--- config.mk ---
export PLATFORM = sky130hd
export DESIGN_NAME = forward_dct_8x8_level_shift_unit
export DESIGN_NICKNAME = d
export VERILOG_FILES = /design/src/rtl/fdct_pkg.sv /design/src/rtl/fdct_ram.sv /design/src/rtl/fdct_mac.sv /design/src/rtl/forward_dct_8x8_level_shift_unit.sv
export SDC_FILE = /design/constraint.sdc
export NUM_CORES = 2
export LEC_CHECK = 0
export ABC_AREA = 1
export BUFFER_PORTS_ARGS = -buffer_cell sky130_fd_sc_hd__clkbuf_2
export CORE_MARGIN = 2
export CORE_UTILIZATION = 30
export CTS_CLUSTER_SIZE = 10
export DETAILED_ROUTE_END_ITERATION = 8
export HOLD_SLACK_MARGIN = 0.02
export SYNTH_ARGS = -nofsm -noshare
export SYNTH_HDL_FRONTEND = slang
export SYNTH_SLANG_ARGS = --single-unit
--- constraint.sdc ---
create_clock -name clk -period 11.43 [get_ports clk]
set_clock_uncertainty 0.05 [all_clocks]
set_input_delay 0.5715 -clock clk [delete_from_list [all_inputs] [get_ports clk]]
set_output_delay 0.5715 -clock clk [all_outputs]
set_load 0.005 [all_outputs]
--- src/rtl/fdct_pkg.sv ---
// Package: constants, types and cosine table for the 8x8 forward DCT.
package fdct_pkg;

  localparam int CosFracBits = 14;
  localparam int RowFracBits = 4;
  localparam int CosW  = CosFracBits + 2;
  localparam int RowW  = 20;
  localparam int AccW  = 48;

  typedef enum logic [2:0] {
    ST_LOAD,
    ST_ROW,
    ST_ROW_WB,
    ST_COL,
    ST_COL_OUT
  } fdct_state_t;

  typedef struct packed {
    logic       clr;
    logic       en;
    logic [2:0] k;
    logic [2:0] n;
  } mac_ctrl_t;

  // Round-half-up of a Q32 magnitude to CosFracBits fraction bits.
  function automatic logic signed [CosW-1:0] q32_round(input logic [31:0] mag);
    logic [32:0] t;
    t = {1'b0, mag} + (33'd1 << (31 - CosFracBits));
    return CosW'(t >> (32 - CosFracBits));
  endfunction

  // Cosine factor c(k)*cos((2n+1)k*pi/16).
  function automatic logic signed [CosW-1:0] cos_coef(input logic [2:0] k,
                                                      input logic [2:0] n);
    logic [4:0]  m;
    logic        neg;
    logic [31:0] mag;
    logic signed [CosW-1:0] r;
    m   = 5'(k * (2 * n + 1));
    neg = 1'b0;
    if (m > 5'd16) m = 5'd0 - m;
    if (m > 5'd8) begin
      m   = 5'd16 - m;
      neg = 1'b1;
    end
    if (k == 3'd0) mag = 32'd1518500250;
    else begin
      unique case (m[3:0])
        4'd0:    mag = 32'd2147483648;
        4'd1:    mag = 32'd2106220352;
        4'd2:    mag = 32'd1984016189;
        4'd3:    mag = 32'd1785567396;
        4'd4:    mag = 32'd1518500250;
        4'd5:    mag = 32'd1193077991;
        4'd6:    mag = 32'd821806413;
        4'd7:    mag = 32'd418953276;
        default: mag = 32'd0;
      endcase
    end
    r = q32_round(mag);
    return neg ? -r : r;
  endfunction

endpackage

--- src/rtl/fdct_ram.sv ---
// Generic single-port-write, registered-read RAM.
module fdct_ram #(
  parameter int Width = 8,
  parameter int Depth = 64
) (
  input  logic                     clk,
  input  logic                     we,
  input  logic [$clog2(Depth)-1:0] waddr,
  input  logic [Width-1:0]         wdata,
  input  logic [$clog2(Depth)-1:0] raddr,
  output logic [Width-1:0]         rdata
);
  logic [Width-1:0] mem [Depth];

  always_ff @(posedge clk) begin
    if (we) mem[waddr] <= wdata;
    rdata <= mem[raddr];
  end
endmodule

--- src/rtl/fdct_mac.sv ---
// Shared multiply-accumulate unit: cosine times operand, registered product.
module fdct_mac (
  input  logic                             clk,
  input  fdct_pkg::mac_ctrl_t              ctrl,
  input  logic signed [fdct_pkg::RowW-1:0] operand,
  output logic signed [fdct_pkg::AccW-1:0] acc
);
  import fdct_pkg::*;

  logic signed [CosW+RowW-1:0] prod;
  logic                        prod_vld;
  logic                        prod_clr;

  // stage 1: product
  always_ff @(posedge clk) begin
    prod     <= cos_coef(ctrl.k, ctrl.n) * operand;
    prod_vld <= ctrl.en;
    prod_clr <= ctrl.clr;
  end

  // stage 2: accumulate
  always_ff @(posedge clk) begin
    if (prod_vld) begin
      if (prod_clr) acc <= AccW'(prod);
      else          acc <= acc + AccW'(prod);
    end
  end
endmodule

--- src/rtl/forward_dct_8x8_level_shift_unit.sv ---
// Top level: 8x8 forward DCT with level shift, one shared MAC under a sequencer.
// Loading takes one sample per cycle while start is high; after the 64th, busy rises for the transform.
// Row pass: 64 sums of 8 products, each as 8 reads, a drain, then a write-back.
// Column pass likewise, with each sum ending in a coefficient strobe.
// A new block is loaded only once the previous block has been fully output.
// Reset (rst, synchronous) returns to loading with the sample count at zero.
module forward_dct_8x8_level_shift_unit (
  input  logic               clk,
  input  logic               rst,
  input  logic               start,
  output logic               busy,
  input  logic [7:0]         sample_in,
  output logic               strobe,
  output logic signed [10:0] coefficient,
  output logic [5:0]         coef_index,
  output logic               block_last
);
  import fdct_pkg::*;

  fdct_state_t state, state_next;
  logic [5:0]  cnt, cnt_next;      // sample count / output index (v,u) or (u,y)
  logic [3:0]  step, step_next;    // product step within one sum

  logic [7:0]  s_rdata;
  logic signed [RowW-1:0] r_rdata, r_wdata;
  logic [5:0]  s_raddr, r_raddr;
  logic        r_we;
  mac_ctrl_t   ctrl;
  logic signed [RowW-1:0] operand;
  logic signed [AccW-1:0] acc;
  logic        col_phase;

  fdct_ram #(.Width(8), .Depth(64)) u_samples (
    .clk, .we(state == ST_LOAD && start), .waddr(cnt), .wdata(sample_in),
    .raddr(s_raddr), .rdata(s_rdata));

  fdct_ram #(.Width(RowW), .Depth(64)) u_rows (
    .clk, .we(r_we), .waddr(cnt), .wdata(r_wdata), .raddr(r_raddr), .rdata(r_rdata));

  fdct_mac u_mac (.clk, .ctrl, .operand, .acc);

  // Addresses: row pass reads s[x + 8y], cnt = {u,y}; column reads R[u*8+y], cnt = {v,u}
  assign s_raddr = {cnt[2:0], step[2:0]};
  assign r_raddr = {cnt[2:0], step[2:0]};
  assign col_phase = (state == ST_COL);
  assign operand = col_phase ? r_rdata : RowW'($signed({1'b0, s_rdata}) - 10'sd128);

  // MAC control lags the read into the next cycle (registered RAM read)
  always_ff @(posedge clk) begin
    if (rst) ctrl <= '0;
    else begin
      ctrl.en  <= (state == ST_ROW || state == ST_COL) && step < 4'd8;
      ctrl.clr <= step == 4'd0;
      ctrl.k   <= cnt[5:3];
      ctrl.n   <= step[2:0];
    end
  end

  // Rounding and saturation of finished sums
  logic signed [AccW-1:0] row_r, col_r;
  always_comb begin
    row_r = (acc + (AccW'(1) <<< (CosFracBits - RowFracBits - 1)))
            >>> (CosFracBits - RowFracBits);
    col_r = (acc + (AccW'(1) <<< (CosFracBits + RowFracBits - 1)))
            >>> (CosFracBits + RowFracBits);
    if (row_r > 524287)       r_wdata = 20'sd524287;
    else if (row_r < -524288) r_wdata = RowW'(-524288);
    else                      r_wdata = RowW'(row_r);
  end
  assign r_we = (state == ST_ROW_WB);

  // Sequencer. Sum is ready once the last read issue (step 7) has passed the RAM read,
  // product and accumulator registers, in the write-back or output cycle.
  always_ff @(posedge clk) begin
    if (rst) begin
      state <= ST_LOAD;
      cnt   <= '0;
      step  <= '0;
    end else begin
      state <= state_next;
      cnt   <= cnt_next;
      step  <= step_next;
    end
  end

  always_comb begin
    state_next = state;
    cnt_next   = cnt;
    step_next  = step;
    unique case (state)
      ST_LOAD: begin
        if (start) begin
          cnt_next = cnt + 6'd1;
          if (cnt == 6'd63) begin
            state_next = ST_ROW;
            step_next  = '0;
          end
        end
      end
      ST_ROW: begin
        step_next = step + 4'd1;
        if (step == 4'd9) state_next = ST_ROW_WB;
      end
      ST_ROW_WB: begin
        cnt_next  = cnt + 6'd1;
        step_next = '0;
        state_next = (cnt == 6'd63) ? ST_COL : ST_ROW;
      end
      ST_COL: begin
        step_next = step + 4'd1;
        if (step == 4'd9) state_next = ST_COL_OUT;
      end
      ST_COL_OUT: begin
        cnt_next  = cnt + 6'd1;
        step_next = '0;
        state_next = (cnt == 6'd63) ? ST_LOAD : ST_COL;
      end
      default: state_next = ST_LOAD;
    endcase
  end

  // column pass: cnt = {v, u}; R address must be u*8+y
  // (remapped: r_raddr uses cnt[2:0]=u, k=cnt[5:3]=v) -- matches the above.

  assign busy   = (state != ST_LOAD);
  assign strobe = (state == ST_COL_OUT);
  assign coef_index = {cnt[5:3], cnt[2:0]};
  assign block_last = strobe && cnt == 6'd63;
  always_comb begin
    if (col_r > 1023)       coefficient = 11'sd1023;
    else if (col_r < -1024) coefficient = 11'(-1024);
    else                    coefficient = 11'(col_r);
  end
endmodule
; Word-level counts from Yosys, hierarchy flattened
; Memory sizes are Yosys's and may differ from the RTL's. A register that Yosys moved wholly into a read port is not among the register bits.
; Index checks and enable logic that the tools add are counted.
[classes]
eq_ne = 10
addsub = 11
order_cmp = 7
n_mul = 2
muxes = 28
reduce_logical = 15
[ops]
columns = operator, n
row1 = $mux 32, 2
row2 = $mux 20, 3
row3 = $add 48x11->48 const B, 1
row4 = $add 48x19->48 const B, 1
row5 = $add 48x36->48, 1
row6 = $mux 48, 1
row7 = $gt 38x20->1 const B, 1
row8 = $lt 38x20->1 const B, 1
row9 = $mul 16x20->36, 1
row10 = $add 32x18->33 const B, 1
row11 = $mul 3x32->5, 1
row12 = $gt 30x11->1 const B, 1
row13 = $lt 30x11->1 const B, 1
row14 = $mux 11, 2
row15 = $mux 16, 1
row16 = $neg 15->16, 1
row17 = $pmux 3 s5, 1
row18 = $mux 3, 4
row19 = $mux 4, 3
row20 = $pmux 4 s3, 1
row21 = $pmux 6 s2, 1
row22 = $sub 8x8->9 const B, 1
row23 = $add 6x1->6 const B, 1
row24 = $eq 3x2->1 const B, 2
row25 = other kinds (27), 39
[word_totals]
input_bits = 11
ff_bits = 107
mem_count = 3
ramBits = 1792
rom_bits = 256
[mem_list]
columns = name, words, width, read_ports, rd_ports_with_merged_regs, write_ports, line
row1 = u_rows.mem, 64, 20, 1, 1, 1, fdct_ram.sv:13  ; logic [Width-1:0] mem [Depth];
row2 = u_samples.mem, 64, 8, 1, 1, 1, fdct_ram.sv:13
row3 = (no name shown), 8, 32, 1, 0, 0, fdct_pkg.sv:48  ; unique case (m[3:0])

; Logic depth before layout (Yosys ltp)
; An unclocked memory read counts as a cell.
[depth]
ltp_word = 13
ltp_mapped = 63

; By module
; From an unflattened synthesis, not the netlist that was laid out.
[hier_totals]
hier_cells = 9142
hier_area_um2 = 95186.3
[by_module_without_submodules]
columns = mod, area_per_inst_um2, cells_each, instances, seq_area_each_um2
row1 = fdct_ram at u_rows, 52123.7, 4373, 1, 38837.2
row2 = fdct_ram at u_samples, 21339.2, 1805, 1, 15534.9
row3 = fdct_mac, 18422.7, 2319, 1, 2202.1
row4 = forward_dct_8x8_level_shift_unit, 3300.7, 645, 1, 420.4

; Worst setup path before layout
; No wires, ideal clock.
[synth_timing]
path_type = flip-flop to flip-flop
startpoint = reg ctrl[3] (netlist name)
endpoint = reg u_mac.prod[31]
setup_time_ps = 121
period_less_slack_ps = 10075
t_required_ps = 11259
arrival_ps = 9904
setup_slack_ps = 1355
stages_incl_launch_ff = 56
path_cell_list = dfxtp_1 buf_4 nand2_1 fa_1 inv_1 ha_1 fa_1 inv_1 nand2_1 nand2_1 inv_1 nand2_1 nand3_2 nand2_1 nand3_2 nand2_2 nand2_1 nand2_2 [20 not listed] fa_1 inv_1 fa_1 fa_1 inv_1 fa_1 inv_1 ha_1 a21oi_1 a21boi_0 o21ai_0 a21boi_0 o21ai_0 a21oi_1 o21bai_1 nand2_1 nand2_1 xor2_1
[synth_via]
elab_chain_cells = 12
word_cells_on_any_way = 16
classes_between = add/sub (4) / mul (2) / order compare (2) / mux (6) / reduce/logical (1) / memory (1)
[synth_rtl]
columns = item, line
row1 = $mul 3x32->5, fdct_pkg.sv:39  ; m = 5'(k * (2 * n + 1));
row2 = $sub 1x5->5 / $gt 5x5->1 (equally long branches), fdct_pkg.sv:41  ; if (m > 5'd16) m = 5'd0 - m;
row3 = $mux 5, fdct_pkg.sv:41
row4 = $sub 1x4->4 / $gt 5x4->1 (equally long branches), "fdct_pkg.sv:43, fdct_pkg.sv:42"
row5 = $mux 4, fdct_pkg.sv:42  ; if (m > 5'd8) begin
row6 = $mem_v2 8x32, --
row7 = $mux 32, fdct_pkg.sv:48
row8 = $mux 32, fdct_pkg.sv:46  ; if (k == 3'd0) mag = 32'd1518500250;
row9 = $add 32x18->33, fdct_pkg.sv:28  ; t = {1'b0, mag} + (33'd1 << (31 - CosFracBits));
row10 = $neg 15->16, fdct_pkg.sv:61  ; return neg ? -r : r;
row11 = $mux 16 *, fdct_pkg.sv:61
row12 = $mul 16x20->36 *, fdct_mac.sv:16  ; prod <= cos_coef(ctrl.k, ctrl.n) * operand;
row13 = end signal: assignment, fdct_mac.sv:16
row14 = end: declaration, fdct_mac.sv:10  ; logic signed [CosW+RowW-1:0] prod;
; Mark *: on every way between the ends. The rest lies on a longest branch, timed or not.
; A chain may end at the register's enable or synchronous reset.

; Final worst setup path
[layout_timing]
startpoint = reg ctrl[4] (netlist name)
endpoint = reg u_mac.prod[32]
[layout_via]
elab_chain_cells = 12
word_cells_on_any_way = 16
classes_between = add/sub (4) / mul (2) / order compare (2) / mux (6) / reduce/logical (1) / memory (1)
[layout_rtl]
columns = item, line
row1 = $mul 3x32->5, fdct_pkg.sv:39
row2 = $sub 1x5->5 / $gt 5x5->1 (equally long branches), fdct_pkg.sv:41
row3 = $mux 5, fdct_pkg.sv:41
row4 = $sub 1x4->4 / $gt 5x4->1 (equally long branches), "fdct_pkg.sv:43, fdct_pkg.sv:42"
row5 = $mux 4, fdct_pkg.sv:42
row6 = $mem_v2 8x32, --
row7 = $mux 32, fdct_pkg.sv:48
row8 = $mux 32, fdct_pkg.sv:46
row9 = $add 32x18->33, fdct_pkg.sv:28
row10 = $neg 15->16, fdct_pkg.sv:61
row11 = $mux 16 *, fdct_pkg.sv:61
row12 = $mul 16x20->36 *, fdct_mac.sv:16
; Marked as above.

==> impl_metrics.json <==
{
  "hold_buffers": 0,
  "p_per_area_mw_per_mm2": 223,
  "synth_ff_type": "edfxtp_1",
  "ys_seq_elements": 1927,
  "die-area_mm2": 0.310,
  "initial_core_util_pct": 30.2,
  "max_freq_ghz": 0.0942,
  "die_x_um": 556,
  "path_common_cell": "nand2_1",
  "cts_made_buffers": 212,
  "clk_path_buf_depth": 3,
  "status": "finished clean",
  "drt_iter0_drc": 7793,
  "dr_total_vias": 63400,
  "drc": 0,
  "power.share.switching_pct": 35.9,
  "wl_um": 278000,
  "criticalPathCategory": "flop to flop",
  "report.final.slew_viol_count": 0,
  "htreeDepth": 4,
  "antenna_found_initial": 13,
  "p_comb_share_pct": 38.6,
  "wl_per_cell_um": 23.3,
  "drive_above_1_share_pct": 8.62,
  "ys_seq_area_share_pct": 62.2,
  "placed_cells": 11600,
  "min_period_over_period_pct": 92.8,
  "core_area_mm2": 0.303,
  "avgSynthCellArea_um2": 11.7,
  "fin_cells": 11900,
  "cts_tree": "done",
  "relSlewSlack_pct": 4.04,
  "drt-pass1-iter-count": 9,
  "clk_pin_slew_ns": 0.06,
  "leakagePower_nw": 35.7,
  "crit_slowest_cell": "fa_1",
  "period_needed_ns": 10.61,
  "grt_max_degree": 191,
  "cts-root-buf": "clkbuf_16",
  "mostFrequentLayoutCells": "1,840 x edfxtp_1, 1,234 x nor2_1, 1,011 x o21ai_0, 646 x inv_1, 593 x nand2_1",
  "p_seq_share_pct": 34.7,
  "fin_ws_ns": 0.819,
  "track_usage_pct": 17.5,
  "finalWeightedCongestion": 0.906,
  "synthArstFlopShare_pct": 0,
  "grt_pass1_wl_um": 409000,
  "dpl_worst_slack_ns": 0.445,
  "hold_ws_ns": 0.173,
  "synth_edf_count": 1840,
  "clockPowerShare_pct": 26.7,
  "vdd_ir_drop_max_mv": 0.542,
  "grt_pass1_vias": 62200,
  "viasPerCell": 5.31,
  "yosysWarnings": 0,
  "layout_commonest_cell": "edfxtp_1",
  "synthDistinctLibCells": 61,
  "hpwl_um": 173000,
  "nets": 8341,
  "worst_slew_pin_slew_ns": 1.43,
  "syn_area_mm2": 0.0916,
  "syn_to_final_growth_pct": 12.4,
  "p_switching_w": 0.00825,
  "ant_nets": 0,
  "worstPathRequired_ns": 12.07,
  "drv_cap": 0,
  "worst-path-max-fanout": 22,
  "num_rows": 202,
  "rsz0062_at_grt": "false",
  "grt.overflow.total": 0,
  "p_int_w": 0.0148,
  "cpPeakStageDelay_ns": 0.59,
  "die_h_um": 556,
  "min-delay-path-class": "primary input to flop",
  "port_buffers": 30,
  "syn_inst": 7859,
  "setup.worst_path.end_class": "flop",
  "syn-num-nets": 8343,
  "clk-insertion-delay-late_ns": 0.85,
  "tns_ns": 0,
  "worstPathArrival_ns": 11.25,
  "setup_viol": 0,
  "ioPinCount": 31,
  "start_kind": "flop",
  "hold_violations": 0,
  "cts.sinks": 1927
}
-- worst max-delay path, delay by kind of cell (launching register included) --
family,cells,cell delay (ns)
adder cells (fa/ha/maj),12,5.09
AND/OR/NAND/NOR,23,2.60
buffers and inverters,14,1.28
AO/OA/AOI/OAI,5,0.79
flip-flops,1,0.47
XOR/XNOR,1,0.15
-- Yosys cell counts (all sizes together) (111+ instances only) --
| master | instances | area (um2) |
|---|---|---|
| a21oi | 164 | 821 |
| clkbuf | 402 | 1510 |
| edfxtp | 1840 | 55300 |
| fa | 322 | 6450 |
| ha | 151 | 1890 |
| inv | 669 | 2520 |
| nand2 | 645 | 2530 |
| nand3 | 271 | 1400 |
| nor2 | 1302 | 4960 |
| o21ai | 1033 | 5180 |
| o221ai | 336 | 2940 |
| o22ai | 111 | 694 |
-- state kept, by name, summed over array words and instances, names as in the netlist, 4 cells and up --
signal	flops
u_mac.prod	36
u_rows.rdata	20
coef_index	6
step	4
u_mac.acc	48
u_samples.rdata	8
u_samples.mem	512
ctrl	8
u_rows.mem	1280
-- power groups by stage --
stage / Clock [W] / Combinational, W / Sequential [W]
3_5_place_dp: 0 / 0.00887 / 0.00813
5_1_grt: 0.00649 / 0.0103 / 0.00799
6_report: 0.00614 / 0.00887 / 0.00799
2_1_floorplan: 0 / 0.00652 / 0.00809
4_1_cts: 0.00621 / 0.00892 / 0.00799
3_3_place_gp: 0 / 0.00881 / 0.00813
-- stage by stage --
step	instance area [um2]	power, W	utilization (%)
2_1_floorplan	91600	0.0146	-
3_3_place_gp	96900	0.0169	31.9
3_5_place_dp	96900	0.0170	31.9
4_1_cts	103000	0.0231	33.9
5_1_grt	103000	0.0248	33.9
6_report	103000	0.0230	33.9
-- timing repair --
action	in CTS	in global routing
resized for setup	0	9
endpoints found under the setup margin	0	10
setup buffers	0	2
-- area by class of cell --
class	instances	area (um2)
timing repair buffer	230	1710
multi-input combinational	4806	30600
sequential	1927	57000
fill	29700	200000
antenna	8	20.0
clock buffer	290	5710
tap	3978	4980
inverter	680	2590
clock inverter	14	313
-- kinds of logic (layout without fill, tap and decap cells) --
logic type,after synthesis,count (layout),synth area share (%)
muxes,1,1,0.0109
other,0,8,0
AOI/OAI and AO/OA,1814,1814,12.0
DFF,1927,1927,62.2
buffers and inverters,1126,1214,4.72
adders and majority gates,473,473,9.10
and+or+nand+nor,2416,2416,11.0
xor gates and xnor gates,102,102,0.976
-- metal layers --
layer | vias to the layer above | share of wire [%] | global-route usage [%]
li1 | 28000 | - | -
met1 | 32000 | 42 | 23.8
met2 | 2933 | 46 | 28.2
met3 | 471 | 8.9 | 3.33
met4 | 6 | 3.2 | 5.60
met5 | - | 0.016 | 0
-- path summary, 6_finish.rpt --
kind	cells after the start	end	start	slack, ns
setup / recovery	55	u_mac.prod[32]	ctrl[4]	0.82
hold / removal	2	ctrl[5]	rst	0.17
setup reg to reg	55	u_mac.prod[32]	ctrl[4]	0.82
hold reg to reg	0	u_mac.prod_clr	ctrl[7]	0.28
Power figures use the tool's default switching activity.
